## src/hdl/bdag_pkg.sv

```systemverilog
`timescale 1ns / 1ps

package bdag_pkg;

    typedef enum logic [2:0] {
        S_IDLE,
        S_CONV,
        S_WALK,
        S_EMIT,
        S_ERROR
    } state_t;

    typedef logic [0:0] cfg_idx_t;

    localparam cfg_idx_t REG_SEPARATOR   = 1'b0;
    localparam cfg_idx_t REG_BUFFER_SIZE = 1'b1;

    localparam logic [7:0] SEPARATOR_RESET   = 8'd46;
    localparam logic [7:0] BUFFER_SIZE_RESET = 8'd16;
    localparam logic [7:0] ASCII_ZERO        = 8'h30;
    localparam logic [7:0] MIN_BUFFER_SIZE   = 8'd2;
    localparam logic [1:0] GROUP_LEN         = 2'd3;
    localparam logic [3:0] DABBLE_LIMIT      = 4'd5;
    localparam logic [3:0] DABBLE_ADD        = 4'd3;

endpackage

```

## src/hdl/binary_to_decimal_ascii_grouped.sv

```systemverilog
`timescale 1ns / 1ps

// Channel   Handshake                 Payload
// request   req_valid / req_stall     value
// result    res_valid / res_stall     character, last, too_small
// config    cfg_valid / cfg_ready     cfg_index, cfg_data
//
// A value passes through the shift-add-3 unit (two bits a cycle), then is laid
// into the scratch buffer one character per cycle, then leaves one character
// per cycle out of its single read port while res_stall allows; at 32 bits
// the text has at most 13 characters.
// A buffer size below 2 gives the error result by way of the error state.
// req_stall is high from the accepted request until the last character has
// entered the output register; res_stall holds the output register.
// Reset loads separator 46 and buffer size 16; no clearing pass is needed.

module binary_to_decimal_ascii_grouped
    import bdag_pkg::*;
#(
    parameter int VALUE_WIDTH = 32
) (
    input  logic                   clk,
    input  logic                   rst_n,
    input  logic                   req_valid,
    output logic                   req_stall,
    input  logic [VALUE_WIDTH-1:0] value,
    output logic                   res_valid,
    input  logic                   res_stall,
    output logic [7:0]             character,
    output logic                   last,
    output logic                   too_small,
    input  logic                   cfg_valid,
    output logic                   cfg_ready,
    input  cfg_idx_t               cfg_index,
    input  logic [7:0]             cfg_data
);

    localparam int PW     = VALUE_WIDTH + (VALUE_WIDTH % 2);
    localparam int STEPS  = PW / 2;
    localparam int STEP_W = (STEPS > 1) ? $clog2(STEPS) : 1;
    localparam int NDIG   = (VALUE_WIDTH * 77) / 256 + 1;
    localparam int BCD_W  = NDIG * 4;
    localparam int SDEPTH = NDIG + (NDIG - 1) / 3;
    localparam int IDX_W  = (SDEPTH > 1) ? $clog2(SDEPTH) : 1;
    localparam int CNT_W  = $clog2(SDEPTH + 1);

    state_t             state_reg, state_next;
    logic [PW-1:0]      val_reg, val_next;
    logic [BCD_W-1:0]   bcd_reg, bcd_next;
    logic [STEP_W-1:0]  step_reg, step_next;
    logic [7:0]         slots_reg, slots_next;
    logic [1:0]         group_reg, group_next;
    logic [CNT_W-1:0]   n_reg, n_next;
    logic [IDX_W-1:0]   rd_reg, rd_next;
    logic [7:0]         sep_reg, bsize_reg;
    logic [7:0]         scratch [SDEPTH];

    logic               res_valid_reg, res_valid_next;
    logic [7:0]         char_reg, char_next;
    logic               last_reg, last_next;
    logic               small_reg, small_next;

    logic               req_take;
    logic               out_free;
    logic               walk_done;
    logic               put_sep;
    logic               wr_en;
    logic [7:0]         wr_char;
    logic [BCD_W-1:0]   dabble;

    assign req_stall = (state_reg != S_IDLE);
    assign cfg_ready = 1'b1;
    assign req_take  = req_valid && !req_stall;
    assign out_free  = !res_valid_reg || !res_stall;

    assign res_valid = res_valid_reg;
    assign character = char_reg;
    assign last      = last_reg;
    assign too_small = small_reg;

    assign walk_done = ((bcd_reg == '0) && (n_reg != '0)) || (slots_reg == 8'd0);
    assign put_sep   = (sep_reg != 8'd0) && (group_reg == GROUP_LEN) && (slots_reg > 8'd1);

    // shift-add-3 unit: two bits a cycle
    always_comb
    begin
        logic [BCD_W-1:0] b;
        logic [PW-1:0]    v;
        b = bcd_reg;
        v = val_reg;
        for (int s = 0; s < 2; s++)
        begin
            for (int d = 0; d < NDIG; d++)
            begin
                if (b[d*4 +: 4] >= DABBLE_LIMIT)
                begin
                    b[d*4 +: 4] = b[d*4 +: 4] + DABBLE_ADD;
                end
            end
            b = {b[BCD_W-2:0], v[PW-1]};
            v = {v[PW-2:0], 1'b0};
        end
        dabble = b;
    end

    always_comb
    begin
        state_next = state_reg;
        case (state_reg)
            S_IDLE:
            begin
                if (req_take)
                begin
                    state_next = (bsize_reg < MIN_BUFFER_SIZE) ? S_ERROR : S_CONV;
                end
            end
            S_CONV:
            begin
                if (step_reg == '0)
                begin
                    state_next = S_WALK;
                end
            end
            S_WALK:
            begin
                if (walk_done)
                begin
                    state_next = S_EMIT;
                end
            end
            S_EMIT:
            begin
                if (out_free && (rd_reg == '0))
                begin
                    state_next = S_IDLE;
                end
            end
            S_ERROR:
            begin
                if (out_free)
                begin
                    state_next = S_IDLE;
                end
            end
            default:
            begin
                state_next = S_IDLE;
            end
        endcase
    end

    always_comb
    begin
        val_next       = val_reg;
        bcd_next       = bcd_reg;
        step_next      = step_reg;
        slots_next     = slots_reg;
        group_next     = group_reg;
        n_next         = n_reg;
        rd_next        = rd_reg;
        wr_en          = 1'b0;
        wr_char        = ASCII_ZERO | {4'd0, bcd_reg[3:0]};
        res_valid_next = res_valid_reg && res_stall;
        char_next      = char_reg;
        last_next      = last_reg;
        small_next     = small_reg;
        case (state_reg)
            S_IDLE:
            begin
                if (req_take)
                begin
                    val_next   = PW'(value);
                    bcd_next   = '0;
                    step_next  = STEP_W'(STEPS - 1);
                    slots_next = bsize_reg - 8'd1;
                    group_next = 2'd0;
                    n_next     = '0;
                end
            end
            S_CONV:
            begin
                bcd_next  = dabble;
                val_next  = {val_reg[PW-3:0], 2'b00};
                step_next = step_reg - STEP_W'(1);
            end
            S_WALK:
            begin
                if (walk_done)
                begin
                    rd_next = IDX_W'(n_reg - CNT_W'(1));
                end
                else
                begin
                    wr_en      = 1'b1;
                    n_next     = n_reg + CNT_W'(1);
                    slots_next = slots_reg - 8'd1;
                    if (put_sep)
                    begin
                        wr_char    = sep_reg;
                        group_next = 2'd0;
                    end
                    else
                    begin
                        bcd_next   = {4'd0, bcd_reg[BCD_W-1:4]};
                        group_next = (group_reg == GROUP_LEN) ? group_reg : group_reg + 2'd1;
                    end
                end
            end
            S_EMIT:
            begin
                if (out_free)
                begin
                    res_valid_next = 1'b1;
                    char_next      = scratch[rd_reg];
                    last_next      = (rd_reg == '0);
                    small_next     = 1'b0;
                    rd_next        = rd_reg - IDX_W'(1);
                end
            end
            S_ERROR:
            begin
                if (out_free)
                begin
                    res_valid_next = 1'b1;
                    char_next      = 8'd0;
                    last_next      = 1'b1;
                    small_next     = 1'b1;
                end
            end
            default:
            begin
                res_valid_next = 1'b0;
            end
        endcase
    end

    always_ff @(posedge clk or negedge rst_n)
    begin
        if (!rst_n)
        begin
            state_reg     <= S_IDLE;
            res_valid_reg <= 1'b0;
            sep_reg       <= SEPARATOR_RESET;
            bsize_reg     <= BUFFER_SIZE_RESET;
            n_reg         <= '0;
        end
        else
        begin
            state_reg     <= state_next;
            res_valid_reg <= res_valid_next;
            n_reg         <= n_next;
            if (cfg_valid && cfg_ready)
            begin
                case (cfg_index)
                    REG_SEPARATOR:   sep_reg   <= cfg_data;
                    REG_BUFFER_SIZE: bsize_reg <= cfg_data;
                    default:         sep_reg   <= sep_reg;
                endcase
            end
        end
    end

    always_ff @(posedge clk)
    begin
        val_reg   <= val_next;
        bcd_reg   <= bcd_next;
        step_reg  <= step_next;
        slots_reg <= slots_next;
        group_reg <= group_next;
        rd_reg    <= rd_next;
        char_reg  <= char_next;
        last_reg  <= last_next;
        small_reg <= small_next;
        if (wr_en)
        begin
            scratch[n_reg[IDX_W-1:0]] <= wr_char;
        end
    end

`ifndef SYNTHESIS
    a_take_blocks: assert property (@(posedge clk) disable iff (!rst_n)
        req_valid && !req_stall |=> req_stall)
        else $error("request accepted without leaving idle");

    a_error_alone: assert property (@(posedge clk) disable iff (!rst_n)
        res_valid_reg && small_reg |-> last_reg && (char_reg == 8'd0))
        else $error("error result not a lone zero character");

    a_fill_bound: assert property (@(posedge clk) disable iff (!rst_n)
        n_reg <= CNT_W'(SDEPTH))
        else $error("scratch buffer overrun");

    a_emit_nonempty: assert property (@(posedge clk) disable iff (!rst_n)
        state_reg == S_EMIT |-> n_reg != '0)
        else $error("emitting an empty text");

    a_last_ends: assert property (@(posedge clk) disable iff (!rst_n)
        state_reg == S_EMIT && out_free && rd_reg == '0 |=> state_reg == S_IDLE)
        else $error("last character did not end the value");
`endif

endmodule
```

## config.mk

```make
export PLATFORM = sky130hd
export DESIGN_NAME = binary_to_decimal_ascii_grouped
export DESIGN_NICKNAME = d
export VERILOG_FILES = /design/src/hdl/bdag_pkg.sv /design/src/hdl/binary_to_decimal_ascii_grouped.sv
export SDC_FILE = /design/constraint.sdc
export NUM_CORES = 1
export LEC_CHECK = 0
export BUFFER_PORTS_ARGS = -buffer_cell sky130_fd_sc_hd__clkbuf_2
export CAP_MARGIN = 20
export CORE_MARGIN = 5
export CORE_UTILIZATION = 38
export CTS_CLUSTER_DIAMETER = 120
export DETAILED_ROUTE_END_ITERATION = 12
export GPL_TIMING_DRIVEN = 0
export PLACE_DENSITY = 0.53
export SYNTH_ARGS = -nofsm -noshare
export SYNTH_HDL_FRONTEND = slang
export SYNTH_SLANG_ARGS = --single-unit
```

## constraint.sdc

```tcl
create_clock -name clk -period 8.8 [get_ports clk]
set_clock_uncertainty 0.2 [all_clocks]
set_input_delay 0.44 -clock clk [delete_from_list [all_inputs] [get_ports clk]]
set_output_delay 0.44 -clock clk [all_outputs]
set_load 0.03 [all_outputs]
```

======== Yosys cells after proc, flatten, opt, wreduce, memory -nomap -nowiden ========
Memories as Yosys holds them, arrays and structs flattened. A register that Yosys moved wholly into a read port is not among the register bits.
Index checks and enable logic that the tools add are counted.
storage, ports and cells
  output and inout port bits .............. 13
  bits in registers ....................... 124
  memory bits (writable) .................. 104
  logic and storage cells ................. 181
  memories kept ........................... 1
cells by class
  magnitude comparators ................... 22
  multiplexer cells ....................... 67
  add/subtract/negate cells ............... 27
  reductions and logical operators ........ 35
  bitwise operators ....................... 1
  eq/ne operators ......................... 14
memory list
  name     depth  width  read ports  clocked after Yosys merged registers in  write ports  RTL line                               RTL
  scratch  13     8      1           1                                        1            binary_to_decimal_ascii_grouped.sv:56  logic [7:0] scratch [SDEPTH];
operator list
  kind                                                                   number
  40-bit 2-to-1 mux                                                      3
  40-bit one-hot mux with 3 select lines                                 1
  4-bit 2-to-1 mux                                                       24
  4-bit by 3-bit >= comparator with 1-bit output, second input constant  20
  4-bit by 2-bit adder with 4-bit output, second input constant          18
  32-bit one-hot mux with 2 select lines                                 1
  8-bit 2-to-1 mux                                                       7
  40-bit logical NOT                                                     1
  32-bit 2-to-1 mux                                                      1
  8-bit one-hot mux with 2 select lines                                  2
  3-bit 2-to-1 mux                                                       8
  4-bit one-hot mux with 2 select lines                                  3
  2-bit inequality test, second input constant                           8
  8-bit by 1-bit subtractor with 8-bit output, second input constant     2
  3-bit one-hot mux with 5 select lines                                  1
  4-bit by 1-bit subtractor with 4-bit output, second input constant     3
  3-bit AND reduction                                                    3
  8-bit by 1-bit > comparator with 1-bit output, second input constant   1
  4-bit logical NOT                                                      2
  8-bit logical NOT                                                      1
  8-bit by 2-bit < comparator with 1-bit output, second input constant   1
  1-bit 2-to-1 mux                                                       8
  2-bit 2-to-1 mux                                                       4
  4-bit AND reduction                                                    2
  23 further kinds                                                       41

======== Longest topological paths before layout ========
Gate-level depths: netlist of run 1.
  word-level depth ........................ 7
  mapped depth ............................ 11
  gate-level depth less buffers ........... 11

======== Least setup slack after synthesis of run 1 ========
Ideal clock, no wire load.
  path kind ............................... register to register
  from .................................... reg state_reg[2]
  to ...................................... reg bcd_reg[0], enable pin
  setup slack ............................. 4743 ps
  arrival time ............................ 3412 ps
  buffers on the path ..................... 3
  required time ........................... 8154 ps
  library setup time ...................... 446 ps
  stages on the path, launching flop included .. 8
  period minus slack after synthesis ...... 4057 ps
  path through ............................ dfrtp_1 -> clkbuf_1 -> nor2_1 -> and2_2 -> clkbuf_1 -> clkbuf_1 -> nand2_1 -> o21bai_1
on the way
  cells in the longest elaborated chain, start to end .. 5
ends and longest elaborated chain
  element                          RTL line                                RTL
  start, declared                  binary_to_decimal_ascii_grouped.sv:47   state_t state_reg, state_next;
  start signal, assigned           binary_to_decimal_ascii_grouped.sv:249  state_reg <= state_next;
  3-bit nonzero test               binary_to_decimal_ascii_grouped.sv:71   assign req_stall = (state_reg != S_IDLE);
  1-bit logical NOT                binary_to_decimal_ascii_grouped.sv:73   assign req_take = req_valid && !req_stall;
  1-bit logical AND                binary_to_decimal_ascii_grouped.sv:73
  2-bit inequality test (no line)  --
  4-bit AND reduction (no line) *  --
  end signal, assigned             binary_to_decimal_ascii_grouped.sv:266  bcd_reg <= bcd_next;
  end, declared                    binary_to_decimal_ascii_grouped.sv:49   logic [BCD_W-1:0] bcd_reg, bcd_next;
Every way passes the cells marked *; elsewhere a longest branch is shown, timed or not.
A chain may end at the register's enable or synchronous reset.

======== Final worst setup path of run 1 ========
  from .................................... reg state_reg[2]
  to ...................................... reg bcd_reg[13], enable pin
Same word-level chain as after synthesis.

==> impl_metrics.csv, run 1 <==
group,metric,value,unit
status,status,"finished, final reports clean",
final_layout,drive_gt1_frac,0.169,
final_layout,antenna_cells,0,
power_and_ir_drop,power.clock.fraction,0.206,
power_and_ir_drop,p_leak,5.13,nW
sta,worst_pin_slew,0.885,ns
run,maxCapViolCount,0,
clocking,cts_tree,"yes",
routing,drt_iter0_markers,482,
yosys,synth_area_leader_cell,"edfxtp_1",
yosys,synth_edf_count,204,
yosys,syn_inst,933,
floorplan,initial_core_util,0.385,
floorplan,core,30600,sq um
routing,ant_nets,0,
routing,wl_per_cell,18.4,microns
sta,finalHoldViolCount,0,
yosys,synth_fp_nets,1028,
critical_path,crit_fanout,37,
routing,routed_wirelength,27.2,mm
clocking,path_clk_slew,0.06,ns
floorplan,ios,59,
critical_path,end_kind,"flip-flop",
power_and_ir_drop,p_int,3.13,mW
global_route,grt_pass1_vias,7880,
critical_path,worst_ep_arrival_time,3.82,ns
yosys,synth_top_area_frac,0.521,
power_and_ir_drop,ir_worst_vdd,0.000181,V
final_layout,fin_nets,1156,
placement,routabilityCongestion,0.826,
clocking,cts-root-buf,"clkbuf_16",
sta,fmax,268,MHz
global_route,grt_usage,0.160,
floorplan,dieArea,34600,sq um
sta,finalSetupTns,0,ns
final_layout,register_area,6810,sq um
floorplan,row_count,64,
final_layout,nFillCells,2841,
final_layout,area_growth_syn_to_layout,17.4,%
global_route,grt_start_max_net_pins,38,
yosys,seq_area_frac_synth,0.579,
final_layout,multi_input_area,4680,sq um
critical_path,critPathKind,"flip-flop to flip-flop",
yosys,synth-seq-cells,232,
sta,whs,0.0168,ns
power_and_ir_drop,p_sw,1.92,mW
power_and_ir_drop,combPwrFrac,0.420,
placement,io_buffers,57,
placement,dp_hpwl,19.1,mm
global_route,gr-total-overflow,0,
routing,first_pass_iters,5,
yosys,synth_top_flop_cell,"edfxtp_1",
power_and_ir_drop,power.total,5.05,mW
sta,relSlewSlack,0.408,
sta,slew_viol_final,0,
power_and_ir_drop,pwr-share-seq,0.374,
power_and_ir_drop,powerDensity,366,nW/um^2
sta,setup_viol,0,
clocking,h-tree-depth,1,
critical_path,required,8.88,ns
clocking,clk_path_buf_depth,3,
routing,drc,0,
yosys,syn-cell-area,11800,sq um
final_layout,largest_reg_flops,104,
floorplan,die_w,186,microns
yosys,async_reset_ff_frac,0.103,
floorplan,die_h,186,microns
power_and_ir_drop,p_sw_frac,0.381,
yosys,synthTopCellsByArea,"edfxtp_1 52%, mux4_2 6.1%, ha_1 5.2%",
critical_path,cp-start-kind,"flip-flop",
hold_path,hp-class,"input pin to flip-flop",
sta,fin_crit,3.73,ns
yosys,yosysWarnings,0,
routing,vias,7698,
global_route,antenna_found_initial,0,
clocking,clock_sinks,232,
yosys,synth.distinct_cells,57,
clocking,cts-buffers-inserted,26,
sta,finalCritPeriodShare,0.424,
routing,viasPerCell,5.22,
yosys,syn_area_per_cell,12.6,sq um
sta,grt_setup_unrepaired,"false",
global_route,grt_pass1_wl,43.8,mm
clocking,worst_skew_pair.late_latency,0.53,ns
## placed cells by master, fill, tap and decap left out, drive strengths merged, types with 14 or more instances in the layout
cell | Yosys | routed
mux4 | 32 | 32
inv | 42 | 43
nand3 | 14 | 14
ha | 49 | 49
nor2 | 25 | 25
nor3b | 32 | 32
xnor2 | 23 | 23
edfxtp | 204 | 204
nand2b | 26 | 26
a21oi | 50 | 50
dfrtp | 19 | 19
clkbuf | 28 | 117
nand2 | 158 | 158
mux2 | 34 | 34
o21ai | 25 | 25
nor3 | 16 | 16
dlygate4sd3 | 0 | 39
## logic make-up after synthesis
family,synth area share
xor gates and xnor gates,0.0268
and+or+nand+nor,0.150
adders and majority gates,0.0521
muxes,0.104
other,0.000319
AOI/OAI and AO/OA,0.0616
buffers and inverters,0.0256
DFF,0.579
## through the flow
step / instances / worst slack, ns / util / instance area, sq um
CTS: 1476 / 4.96 / 0.451 / 13800
global route: 1476 / 4.88 / 0.451 / 13800
detailed placement: 1390 / 4.96 / 0.412 / 12600
floorplan: 933 / 4.74 / - / 11800
finish: 1476 / 5.07 / 0.451 / 13800
global placement: 1386 / 2.86 / 0.410 / 12500
## cell usage after synthesis (13+ instances only)
library cell,instances
o21ai_0,24
xor2_1,13
nor2b_1,13
nand3_1,13
mux4_2,32
clkbuf_1,28
ha_1,49
a21oi_1,49
nor3_1,16
nor2_1,24
xnor2_1,23
nand2b_1,26
edfxtp_1,204
mux2_2,34
nor3b_1,32
inv_1,42
nand2_1,158
dfrtp_1,19
## critical path, stage by stage (launching register included)
cell and delay [ns]:
dfrtp_1 0.31, clkbuf_1 0.31, or3_1 0.17, clkbuf_1 0.27, clkbuf_1 0.65, nand2_2 0.74
o21bai_4 0.57, buf_12 0.26
## per-layer routing
layer  up-vias  global-route usage  wire (microns)
met5         -                   0               0
met3        42              0.0242            1330
met2       180               0.261           12700
li1       3726                   -               -
met1      3750               0.228           12500
met4         0              0.0396             611
## what timing repair did
action / CTS / global route
gates resized for setup: 0 / 0
setup buffers: 0 / 0
hold buffers: 39 / 0
hold endpoints to repair: 64 / 0
## power by group through the flow
stage          sequential, mW  clock, mW  combinational, mW
2_1_floorplan            1.87          0               1.55
3_3_place_gp             1.93          0               2.06
3_5_place_dp             1.92          0               2.12
4_1_cts                  1.89       1.07               2.15
5_1_grt                  1.93       1.11               2.40
6_report                 1.89       1.04               2.12
## final cells by class
cell class | instances | share of cell area
Buffer | 36 | 0.0104
Clock buffer | 32 | 0.0487
Clock inverter | 15 | 0.00951
Inverter | 42 | 0.0114
Multi-Input combinational cell | 623 | 0.339
Sequential cell | 232 | 0.493
Tap cell | 396 | 0.0359
Timing Repair Buffer | 100 | 0.0520
## worst paths after layout
check | startpoint | to | slack [ns] | cells after the start
hold reg to reg | val_reg[27]$_DFFE_PP_ | val_reg[29]$_DFFE_PP_ | 0.31 | 2
hold / removal | cfg_data[3] | sep_reg[3]$_DFFE_PN1P_ | 0.02 | 2
max in group asynchronous | rst_n | state_reg[2]$_DFFE_PN0P_ | 7.69 | 2
setup reg to reg | state_reg[2]$_DFFE_PN0P_ | bcd_reg[13]$_DFFE_PP_ | 5.07 | 7
min in group asynchronous | rst_n | bsize_reg[7]$_DFFE_PN0P_ | 0.27 | 2
setup / recovery | state_reg[2]$_DFFE_PN0P_ | bcd_reg[13]$_DFFE_PP_ | 5.07 | 7
Power figures use the tool's default switching activity.
==> inputs of run 2 (changes only) <==
--- a/config.mk
+++ b/config.mk
@@ -5,6 +5,7 @@
 export SDC_FILE = /design/constraint.sdc
 export NUM_CORES = 1
 export LEC_CHECK = 0
+export ABC_AREA = 1
 export BUFFER_PORTS_ARGS = -buffer_cell sky130_fd_sc_hd__clkbuf_2
 export CAP_MARGIN = 20
 export CORE_MARGIN = 5
==> constraint.sdc (replaced) <==
create_clock -name clk -period 3.8 [get_ports clk]
set_clock_uncertainty 0.2 [all_clocks]
set_input_delay 0.19 -clock clk [delete_from_list [all_inputs] [get_ports clk]]
set_output_delay 0.19 -clock clk [all_outputs]
set_load 0.03 [all_outputs]
==> run 2 against run 1 <==
Net effect: critical path depth grew 4; combinational power grew to 3.0 times the previous value; synthesized cell count grew 41%; non-clock buffer count grew 30; largest power group unchanged.
==> impl_metrics.csv, run 2 <==
group,metric,value,unit
sta,fin_crit,2.98,ns
sta,finalHoldViolCount,0,
global_route,grt_start_max_net_pins,37,
floorplan,initial_core_util,0.384,
placement,io_buffers,57,
clocking,cts_tree,"yes",
floorplan,ios,59,
global_route,grt_usage,0.165,
critical_path,crit_fanout,13,
hold_path,hp-class,"input pin to async pin",
routing,drc,0,
yosys,syn_inst,1313,
clocking,clk_path_buf_depth,3,
clocking,h-tree-depth,1,
critical_path,worst_ep_arrival_time,2.99,ns
final_layout,final_common_cell,"nand2_1",
global_route,gr-total-overflow,0,
placement,place_area,13000,sq um
critical_path,cp-start-kind,"flip-flop",
yosys,synth-seq-cells,232,
routing,routed_wirelength,29.6,mm
yosys,synth_top_area_frac,0.507,
final_layout,antenna_cells,0,
power_and_ir_drop,powerDensity,927,nW/um^2
sta,worst_pin_slew,1.07,ns
placement,preCtsSetupSlack,0.569,ns
clocking,path_clk_slew,0.06,ns
clocking,worst_skew_pair.late_latency,0.55,ns
global_route,grt_pass1_vias,9288,
clocking,postCtsSetupBuffers,0,
routing,wl_met1,13.5,mm
final_layout,area_growth_syn_to_layout,19.4,%
global_route,grt_pass1_wl,48.0,mm
routing,met2_length,14.6,mm
yosys,yosysMostFrequentCell,"nand2_1",
final_layout,largest_reg_flops,104,
critical_path,rr_worst_depth,11,
yosys,synth_edf_count,204,
sta,grt_setup_unrepaired,"false",
floorplan,die_h,188,microns
final_layout,nFillCells,3015,
run,maxCapViolCount,0,
sta,finalCritPeriodShare,0.786,
critical_path,end_kind,"flip-flop",
critical_path,crit_path_start,"n_reg[0]$_DFFE_PN0P_",
clocking,cts-root-buf,"clkbuf_16",
power_and_ir_drop,p_leak,6.23,nW
floorplan,core,31500,sq um
clocking,clock_sinks,232,
final_layout,fin_nets,1562,
routing,met3_length,984,microns
sta,fmax,335,MHz
placement,routabilityCongestion,0.861,
yosys,yosysWarnings,0,
critical_path,r2r_slack,0.82,ns
critical_path,crit_slowest_cell,"nor2_1",
sta,setup_viol,0,
critical_path,required,3.81,ns
routing,vias,9373,
critical_path,endpoint,"scratch[1][6]$_DFFE_PP_",
final_layout,final_util,0.458,
yosys,synth_top_flop_cell,"edfxtp_1",
floorplan,die_w,188,microns
routing,ant_nets,0,
critical_path,cp_cell_sequence,"inv_1, ha_1, nand2_1, nand2_1, nor2_1, nand3_1, nand3_4, nor2_2, buf_4, inv_2, nor2_1",
final_layout,layout_common_cells,"362 x nand2_1, 204 x edfxtp_1, 134 x inv_1, 127 x nor2_1, 120 x o21ai_0",
status,status,"finished, final reports clean",
yosys,synthTopCellsByArea,"edfxtp_1 51%, nand2_1 11%, o21ai_0 5.1%",
critical_path,max_stage_delay,0.71,ns
sta,relSlewSlack,0.286,
routing,first_pass_iters,6,
critical_path,worstReg2RegEnd,"scratch[1][6]$_DFFE_PP_",
final_layout,drive_gt1_frac,0.112,
floorplan,dieArea,35500,sq um
yosys,syn_area_per_cell,9.20,sq um
critical_path,r2r_start,"n_reg[0]$_DFFE_PN0P_",
yosys,synth_area_leader_cell,"edfxtp_1",
final_layout,fin_area,14400,sq um
sta,slew_viol_final,0,
routing,topRoutingLayerUsed,"met4",
yosys,async_reset_ff_frac,0.103,
yosys,syn-cell-area,12100,sq um
global_route,antenna_found_initial,0,
clocking,cts-buffers-inserted,27,
yosys,seq_area_frac_synth,0.564,
routing,wl_per_cell,15.7,microns
yosys,synth_common_cells,"363 x nand2_1, 204 x edfxtp_1, 134 x inv_1",
power_and_ir_drop,ir_worst_vdd,0.000514,V
critical_path,critPathKind,"flip-flop to flip-flop",
floorplan,row_count,65,
sta,final.setup.worst_slack,0.815,ns
yosys,synth.distinct_cells,43,
routing,drt_iter0_markers,694,
yosys,synth_fp_nets,1408,
routing,viasPerCell,4.96,
placement,dp_hpwl,21.2,mm
[run 2: cell count changes after synthesis, moves of 14 or more]
cell      change
nand4_1      +19
nand2_1     +205
mux4_2       -32
nand2b_1     -26
o211ai_1     +26
a21oi_1      -20
nand3_1      +56
xnor2_1      -20
o22ai_1      +14
inv_1        +92
nor2_1      +104
nor3b_1      -32
mux2_2       -33
o21ai_0      +99
[run 2: how the worst min path moves through the flow]
stage          startpoint                        to  slack, ns  cells past startpoint
2_1_floorplan       rst_n  bsize_reg[0]$_DFFE_PN0P_      -0.31                      0
3_3_place_gp        rst_n  bsize_reg[0]$_DFFE_PN0P_       0.05                      1
3_5_place_dp        rst_n  bsize_reg[0]$_DFFE_PN0P_       0.05                      1
4_1_cts             rst_n  bsize_reg[0]$_DFFE_PN0P_      0.005                      2
5_1_grt             rst_n  bsize_reg[1]$_DFFE_PN0P_       0.07                      2
6_report            rst_n  bsize_reg[0]$_DFFE_PN0P_      0.009                      2
[run 2: cell type report]
| cell class | count | area [sq um] | area share |
|---|---|---|---|
| flip-flops and latches | 232 | 6810 | 0.472 |
| multi-input cells | 896 | 4550 | 0.315 |
| repair buffers | 125 | 927 | 0.0643 |
| clock buffers | 28 | 679 | 0.0471 |
| inverters | 144 | 541 | 0.0375 |
| well taps | 402 | 503 | 0.0349 |
| clock inverters | 22 | 228 | 0.0158 |
| plain buffers | 41 | 191 | 0.0133 |
[run 2: cells by family (layout without fill, tap and decap cells)]
logic type / after synthesis / after routing / share of synthesized area
AND/OR/NAND/NOR: 623 / 623 / 0.217
flip-flops: 232 / 232 / 0.564
buffers and inverters: 185 / 360 / 0.0606
AO/OA/AOI/OAI: 206 / 206 / 0.0948
multiplexers: 4 / 4 / 0.00342
XOR/XNOR: 13 / 13 / 0.00942
other: 1 / 1 / 0.000310
adder cells (fa/ha/maj): 49 / 49 / 0.0507
[run 2: stage by stage]
stage | hold WS [ns] | setup TNS (ns) | instances | total power, mW
2_1_floorplan | -0.306 | 0 | 1313 | 8.92
3_3_place_gp | 0.0487 | -46.88 | 1772 | 10.6
3_5_place_dp | 0.0494 | 0 | 1785 | 10.8
4_1_cts | 0.00496 | 0 | 1887 | 13.5
5_1_grt | 0.0683 | 0 | 1890 | 14.6
6_report | 0.00867 | 0 | 1890 | 13.4
[run 2: metal layers]
metal / vias to the layer above / track usage
met4: 0 / 0.0345
met3: 38 / 0.0219
met5: - / 0
met1: 4419 / 0.216
li1: 4769 / -
met2: 147 / 0.295
[run 2: where the power goes]
part | switching (mW) | total (mW) | internal [mW] | leakage [nW]
sequential | 0.410 | 4.43 | 4.02 | 2.31
clock | 1.07 | 2.64 | 1.58 | 0.439
combinational | 4.33 | 6.31 | 1.98 | 3.49
total | 5.81 | 13.4 | 7.57 | 6.23
[run 2: what timing repair did]
action | CTS | global route
gates resized for setup | 0 | 0
hold endpoints to repair | 77 | 0
setup endpoints to repair | 0 | 0
hold buffers | 52 | 0
[run 2: worst max-delay path, delay by kind of cell (launching register included)]
kind                     cells  cell delay, ns
buffers and inverters        3            0.35
flip-flops                   1            0.42
adder cells (fa/ha/maj)      1            0.20
AND/OR/NAND/NOR              7            1.46
==> inputs of run 3 (changes only) <==
==> constraint.sdc (replaced) <==
create_clock -name clk -period 3.13 [get_ports clk]
set_clock_uncertainty 0.2 [all_clocks]
set_input_delay 0.1565 -clock clk [delete_from_list [all_inputs] [get_ports clk]]
set_output_delay 0.1565 -clock clk [all_outputs]
set_load 0.03 [all_outputs]
==> run 3 against run 2 <==
Net effect: die area unchanged; sequential power is 21% higher; core utilization rose by 0.16 points; count of clock-buffer cells in the layout rose by 2; worst hold slack gained 0.22 ns; largest power group unchanged.
==> impl_metrics.csv, run 3 (synthesis results as in run 2) <==
group,metric,value,unit
run,maxCapViolCount,0,
placement,routabilityCongestion,0.870,
sta,finalHoldViolCount,0,
hold_path,hp-class,"input pin to flip-flop",
floorplan,row_count,65,
global_route,grt_usage,0.167,
final_layout,drive_gt1_frac,0.114,
global_route,antenna_found_initial,0,
final_layout,final_common_cell,"nand2_1",
routing,routed_wirelength,29.8,mm
routing,wl_per_cell,15.8,microns
clocking,path_clk_slew,0.06,ns
routing,drc,0,
global_route,grt_pass1_vias,9494,
clocking,cts-root-buf,"clkbuf_16",
routing,viasPerCell,4.97,
final_layout,area_growth_syn_to_layout,19.9,%
power_and_ir_drop,power.total,16.4,mW
placement,dp.cells,1786,
global_route,grt_start_max_net_pins,37,
power_and_ir_drop,ir_worst_vdd,0.000537,V
power_and_ir_drop,p_leak,6.24,nW
power_and_ir_drop,powerDensity,1130,nW/um^2
final_layout,fin_nets,1562,
final_layout,final_cells,1889,
sta,fmax,344,MHz
floorplan,die_w,188,microns
clocking,cts-buffers-inserted,27,
sta,relSlewSlack,0.329,
critical_path,required,3.19,ns
routing,first_pass_iters,5,
final_layout,layout_common_cells,"362 x nand2_1, 204 x edfxtp_1, 134 x inv_1, 125 x nor2_1, 120 x o21ai_0",
clocking,h-tree-depth,1,
final_layout,largest_reg_flops,104,
critical_path,worst_ep_arrival_time,2.96,ns
routing,drt_iter0_markers,586,
placement,io_buffers,57,
clocking,clock_sinks,232,
clocking,clk_path_buf_depth,3,
critical_path,critPathKind,"flip-flop to flip-flop",
floorplan,core,31500,sq um
sta,finalCritPeriodShare,0.929,
placement,dp_hpwl,21.4,mm
global_route,grt_pass1_wl,48.3,mm
sta,slew_viol_final,0,
floorplan,initial_core_util,0.384,
floorplan,ios,59,
critical_path,crit_fanout,10,
sta,grt_setup_unrepaired,"false",
clocking,cts_tree,"yes",
routing,ant_nets,0,
final_layout,antenna_cells,0,
global_route,gr-total-overflow,0,
clocking,worst_skew_pair.late_latency,0.55,ns
sta,worst_pin_slew,1.00,ns
critical_path,cp-start-kind,"flip-flop",
sta,setup_viol,0,
final_layout,final_util,0.460,
floorplan,die_h,188,microns
floorplan,dieArea,35500,sq um
status,status,"finished, final reports clean",
critical_path,end_kind,"flip-flop",
routing,vias,9383,
sta,fin_crit,2.91,ns
run 3: changes by cell type in the layout (fill, tap and decap cells not counted), sizes merged:
cell and change:
clkinv -5, clkinvlp +1, bufinv +1, dlygate4sd3 +2
run 3: path summary, 6_finish.rpt:
check                                           to                   start  slack, ns  cells after the start
max                        scratch[1][0]$_DFFE_PP_    n_reg[0]$_DFFE_PN0P_       0.22                     10
min                           val_reg[2]$_DFFE_PP_                value[2]       0.23                      4
max reg2reg                scratch[1][0]$_DFFE_PP_    n_reg[0]$_DFFE_PN0P_       0.22                     10
min reg2reg                 sep_reg[6]$_DFFE_PN0P_  sep_reg[6]$_DFFE_PN0P_       0.29                      2
max in group asynchronous      res_valid$_DFF_PN0_                   rst_n       0.80                      4
min in group asynchronous   sep_reg[5]$_DFFE_PN1P_                   rst_n       0.53                      3
run 3: final cells by class:
class                   count  area [sq um]
clock buffers              30           697
fillers                  3007         17000
plain buffers              41           191
clock inverters            19           249
repair buffers            125           930
multi-input cells         896          4560
flip-flops and latches    232          6810
inverters                 144           541
well taps                 402           503
run 3: worst max-delay path, cell delays in order, from the launching register on:
cell	delay (ns)
dfrtp_1	0.42
inv_1	0.14
ha_1	0.20
nand2_1	0.13
nand2_1	0.09
nor2_1	0.05
nand3_1	0.17
nand3_4	0.16
buf_2	0.22
nor3_1	0.54
buf_4	0.28
run 3: routing by layer:
| metal | share of wire | GRT usage | wire, microns | up-vias |
|---|---|---|---|---|
| met5 | 0 | 0 | 0 | - |
| met2 | 0.48 | 0.292 | 14400 | 192 |
| met1 | 0.44 | 0.212 | 13200 | 4381 |
| met3 | 0.040 | 0.0267 | 1190 | 57 |
| met4 | 0.032 | 0.0563 | 938 | 0 |
| li1 | - | - | - | 4753 |
run 3: metrics by stage:
step	hold slack, ns	area [sq um]	worst slack [ns]	setup TNS [ns]
final	0.225	14500	0.223	0
after global routing	0.227	14500	0.000678	0
after CTS	0.182	14500	0.111	0
after detailed placement	0.0123	13000	-0.0208	-0.244
after global placement	0.0120	12900	-0.995	-69.63
after floorplan	-0.339	12100	0.232	0
run 3: timing repair:
| action | 4_1_cts | 5_1_grt |
|---|---|---|
| hold buffers | 54 | 0 |
| pin swaps | 0 | 0 |
| resized for setup | 2 | 1 |
| setup buffers | 0 | 0 |
| hold endpoints to repair | 79 | 0 |
| endpoints found under the setup margin | 21 | 13 |
run 3: power by group:
group / leakage (nW) / internal, mW / switching [mW]
registers: 2.31 / 4.88 / 0.488
logic: 3.48 / 2.39 / 5.29
clock network: 0.452 / 2.03 / 1.30
total: 6.24 / 9.29 / 7.07
